===== src/hdl/positional_list_store_unit_assert.svh =====
// Assertion macros for the positional list store.
// Expects a clock named clk and a synchronous reset named rst in scope.
`ifndef POSITIONAL_LIST_STORE_UNIT_ASSERT_SVH
`define POSITIONAL_LIST_STORE_UNIT_ASSERT_SVH

// expr holds at every edge outside reset
`define PLS_ASSERT_ALWAYS(label, expr) \
  label: assert property (@(posedge clk) disable iff (rst) (expr)) \
    else $error("assertion failed: label");

// cond implies expr in the same cycle
`define PLS_ASSERT_IMPL(label, cond, expr) \
  label: assert property (@(posedge clk) disable iff (rst) (cond) |-> (expr)) \
    else $error("assertion failed: label");

// cond implies expr in the next cycle
`define PLS_ASSERT_NEXT(label, cond, expr) \
  label: assert property (@(posedge clk) disable iff (rst) (cond) |=> (expr)) \
    else $error("assertion failed: label");

`endif


===== src/hdl/pls_pkg.sv =====
// Shared types, codes and helpers for the positional list store.
// No dependencies; used by pls_cell and positional_list_store_unit.
package pls_pkg;

  localparam int DEPTH  = 64;
  localparam int VAL_W  = 32;
  localparam int IDX_W  = $clog2(DEPTH);
  localparam int CNT_W  = $clog2(DEPTH + 1);
  localparam int REQ_W  = 3;
  localparam int STAT_W = 3;

  // request kinds
  localparam logic [REQ_W-1:0] REQ_INSERT = 3'd0;
  localparam logic [REQ_W-1:0] REQ_REMOVE = 3'd1;
  localparam logic [REQ_W-1:0] REQ_SEARCH = 3'd2;
  localparam logic [REQ_W-1:0] REQ_FIRST  = 3'd3;
  localparam logic [REQ_W-1:0] REQ_CLEAR  = 3'd4;

  // status codes
  localparam logic [STAT_W-1:0] ST_OK       = 3'd0;
  localparam logic [STAT_W-1:0] ST_BADPOS   = 3'd1;
  localparam logic [STAT_W-1:0] ST_EMPTY    = 3'd2;
  localparam logic [STAT_W-1:0] ST_NOTFOUND = 3'd3;
  localparam logic [STAT_W-1:0] ST_FULL     = 3'd4;

  typedef enum logic [2:0] {
    OP_NONE,
    OP_INSERT,
    OP_REMOVE,
    OP_SEARCH,
    OP_PEEK
  } cell_op_t;

  // command broadcast to every cell
  typedef struct packed {
    cell_op_t         op;
    logic [CNT_W-1:0] pos;
    logic [CNT_W-1:0] count;
    logic [VAL_W-1:0] value;
  } cell_cmd_t;

  typedef enum logic {
    SM_IDLE,
    SM_SCAN
  } state_t;

  // index of the lowest set bit; zero when none is set
  function automatic logic [IDX_W-1:0] first_hit(input logic [DEPTH-1:0] hits);
    logic [IDX_W-1:0] idx;
    idx = '0;
    for (int i = DEPTH - 1; i >= 0; i--) begin
      if (hits[i]) begin
        idx = IDX_W'(i);
      end
    end
    return idx;
  endfunction

endpackage


===== src/hdl/pls_cell.sv =====
// One storage cell of the list chain: holds one value, shifts with its neighbors,
// compares against the search key. Depends on pls_pkg.
module pls_cell
  import pls_pkg::*;
(
  input  logic             clk,
  input  logic [CNT_W-1:0] idx,
  input  cell_cmd_t        cmd,
  input  logic [VAL_W-1:0] left_value,
  input  logic [VAL_W-1:0] right_value,
  output logic [VAL_W-1:0] value,
  output logic             hit,
  output logic [VAL_W-1:0] pick
);

  logic [VAL_W-1:0] value_next;
  logic             in_list;

  assign in_list = idx < cmd.count;

  always_comb begin
    value_next = value;
    case (cmd.op)
      OP_INSERT: begin
        // open a slot at pos: later entries move one place back
        if (idx == cmd.pos) begin
          value_next = cmd.value;
        end else if (idx > cmd.pos && idx <= cmd.count) begin
          value_next = left_value;
        end
      end
      OP_REMOVE: begin
        if (idx >= cmd.pos && (idx + CNT_W'(1)) < cmd.count) begin
          value_next = right_value;
        end
      end
      default: value_next = value;
    endcase
  end

  always_ff @(posedge clk) begin
    value <= value_next;
    if (cmd.op != OP_NONE) begin
      hit  <= (cmd.op == OP_SEARCH) && in_list && (value == cmd.value);
      pick <= (idx == cmd.pos) ? value : '0;
    end
  end

endmodule


===== config.mk =====
export PLATFORM = sky130hd
export DESIGN_NAME = pls_cell
export DESIGN_NICKNAME = d
export VERILOG_FILES = /design/src/hdl/positional_list_store_unit_assert.svh /design/src/hdl/pls_pkg.sv /design/src/hdl/pls_cell.sv
export SDC_FILE = /design/constraint.sdc
export NUM_CORES = 1
export LEC_CHECK = 0
export ABC_AREA = 1
export ABC_CLOCK_PERIOD_IN_PS = 5000
export BUFFER_PORTS_ARGS = -buffer_cell sky130_fd_sc_hd__buf_4
export CAP_MARGIN = 20
export CORE_UTILIZATION = 47
export CTS_CLUSTER_SIZE = 25
export DETAILED_ROUTE_END_ITERATION = 10
export GPL_TIMING_DRIVEN = 0
export PLACE_DENSITY = 0.82
export SYNTH_ARGS = -nofsm -noshare
export SYNTH_HDL_FRONTEND = slang
export SYNTH_SLANG_ARGS = --single-unit

===== constraint.sdc =====
create_clock -name clk -period 5 [get_ports clk]
set_input_delay 0.75 -clock clk [delete_from_list [all_inputs] [get_ports clk]]
set_output_delay 0.75 -clock clk [all_outputs]
set_load 0.01 [all_outputs]

==> impl_metrics.toml <==
[run_status]
status = "finished, violations left"
violations = "DRC"

[cts]
h-tree-depth = 3
holdBufCountCts = 0
post_cts_buffers = 0
cts_tree = "yes"
cts_made_buffers = 9
path_clk_slew_ns = 0.07
clockBufferDepth = 2
clock_sinks = 65
cts_root_buf = "clkbuf_8"
ctsResizeCount = 0
insertion_delay_ns = 0.34

[synth]
synth_seq_area_share_pct = 49.2
synthesis.area_sq_um = 3960
ys_warn_count = 0
syn-num-nets = 627
ys_ff_latch = 65
synth.area.top_cells = "edfxtp_1, nand2_1, nor2_1, ha_1, inv_1"
synth_top_cell_area_share_pct = 49.2
postSynthCellCount = 484
synth_top_cell_by_area = "edfxtp_1"
synth.distinct_cells = 23
postSynthAreaPerCell_sq_um = 8.19

[detailed_routing]
routed_via_density = 5.16
drt-wirelength-per-cell_um = 15.8
routed_wl_um = 12500
vias = 4090
met3_wirelength_um = 1280
ant_nets = 0
maxUsedRoutingLayer = "met4"
drtPass1Iterations = 8
drt_iter0_markers = 207
wl_met2_um = 6490
wl_met1_um = 4500
drc_errors = 2

[final_layout]
final_common_cell = "buf_4"
diodes = 0
mostFrequentLayoutCells = "buf_4, nand2_1, nor2_1"
fillers = 688
drive_gt1_share_pct = 32.2
layout.cells.non_filler = 792
fin_area_sq_um = 5750
syn_to_final_growth_pct = 45.0
num-nets-final = 825

[sta]
hold_viol = 0
finalSetupViolCount = 0
holdWs_ns = 0.610
grt_setup_unrepaired = "no"
tns_ns = 0
fmax_ghz = 0.349
fin_crit_sh_pct = 57.2
worstMarginPinSlew_ns = 0.844
period_needed_ns = 2.86
slew_viol_final = 0
skew_ns = 0.0101
slew_headroom_pct = 43.6

[placed_design]
port_buffers = 185
routabilityCongestion = 0.853
place_area_sq_um = 5540
hpwl_um = 10000
placed_cells = 776

[die]
fp.dieArea_sq_um = 8810
die-width_um = 93.8
core-area_sq_um = 8180
io_pins = 186
num_rows = 33
start_util_pct = 48.5
die_h_um = 93.8

[worst_setup_path]
cp_slowest_cell = "a21oi_4"
worstPathCellList = "buf_4 > ha_1 > nand3_1 > xor2_1 > inv_1 > ha_1 > a21oi_1 > nor2_1 > nor2_1 > nand3_1 > a21oi_4 > buf_16"
r2r_end = "hit$_DFFE_PP_"
cp-endpoint = "value[19]$_DFFE_PP_"
r2r_start = "value[22]$_DFFE_PP_"
crit_required_ns = 5.05
cpPeakStageDelay_ns = 0.48
cp_max_fo = 21
reg2reg_slack_ns = 3.75
cp.arrival_ns = 2.91
startpoint = "idx[0]"
cp-start-kind = "input port"
worst_setup_path_end_kind = "flip-flop"
ff2ff_path_depth = 7
critPathKind = "input port to flip-flop"

[pwr]
total_power_mw = 1.41
p_leak_nw = 2.94
ir_drop_uv = 122
power_density_nw_per_um2 = 245

[global_route]
first_global_vias = 3946
grt_usage_pct = 28.8
grt_pass1_wl_um = 19100
gr-total-overflow = 0
grt_max_degree = 22
grt_antenna_before_repair = 0

[worst_hold_path]
min_path_type = "flip-flop to flip-flop"
hp-start = "value[26]$_DFFE_PP_"
holdPathStages = 2

[job]
max-cap-violations = 0
[kinds of logic (layout without fill, tap and decap cells)]
logic type	count (synthesis)	in the layout	share of synthesized area, %
buffers and inverters	87	290	9.09
xor gates and xnor gates	12	12	2.65
DFF	65	65	49.2
and+or+nand+nor	236	236	23.0
adders and majority gates	22	22	6.94
AOI/OAI and AO/OA	62	62	9.03
[critical path, delay by kind of cell]
family	cells	cell delay, ns
AO/OA/AOI/OAI	2	0.63
XOR/XNOR	1	0.18
adder cells (fa/ha/maj)	2	0.53
buffers and inverters	3	0.43
AND/OR/NAND/NOR	4	0.38
[worst min path at each step]
stage	endpoint
detailed placement	pick[26]$_SDFFCE_PP0P_
finish	pick[26]$_SDFFCE_PP0P_
global placement	pick[1]$_SDFFCE_PP0P_
floorplan	pick[16]$_SDFFCE_PP0P_
CTS	pick[26]$_SDFFCE_PP0P_
global route	pick[25]$_SDFFCE_PP0P_
[layout make-up]
type / count / area (sq um) / area share, %
inverters: 70 / 263 / 4.57
clock inverters: 6 / 82.6 / 1.44
repair buffers: 187 / 1430 / 24.9
clock buffers: 10 / 128 / 2.22
multi-input cells: 332 / 1660 / 28.9
well taps: 105 / 131 / 2.29
flip-flops and latches: 65 / 1950 / 34.0
plain buffers: 17 / 97.6 / 1.70
[state kept, by name, summed over array words and instances (netlist names)]
signal / cells
pick: 32
value: 32
hit: 1
[metrics by stage]
| step | setup slack [ns] | utilization [%] |
|---|---|---|
| finish | 2.14 | 70.3 |
| global route | 1.96 | 70.3 |
| CTS | 2.13 | 70.3 |
| detailed placement | 1.77 | 67.7 |
| global placement | -0.0692 | 67.1 |
| floorplan | 1.09 | - |
[synth_stat cells (all sizes together)]
cell type / instances
a21o: 1
a21oi: 10
a31oi: 32
buf: 16
clkbuf: 1
edfxtp: 65
ha: 22
inv: 70
nand2: 133
nand3: 6
nand3b: 3
nor2: 91
nor3: 3
o211ai: 1
o21ai: 16
o22ai: 2
xnor2: 3
xor2: 9
[report_power, final]
group	internal (mW)	switching, mW
logic	0.142	0.138
clock network	0.278	0.202
registers	0.629	0.0160
[layer usage]
| metal | track usage [%] | up-vias |
|---|---|---|
| met4 | 8.72 | 0 |
| li1 | - | 1971 |
| met2 | 53.5 | 213 |
| met5 | 0 | - |
| met3 | 7.36 | 22 |
| met1 | 32.0 | 1884 |
Note: power is estimated with default switching activity, not from simulation.
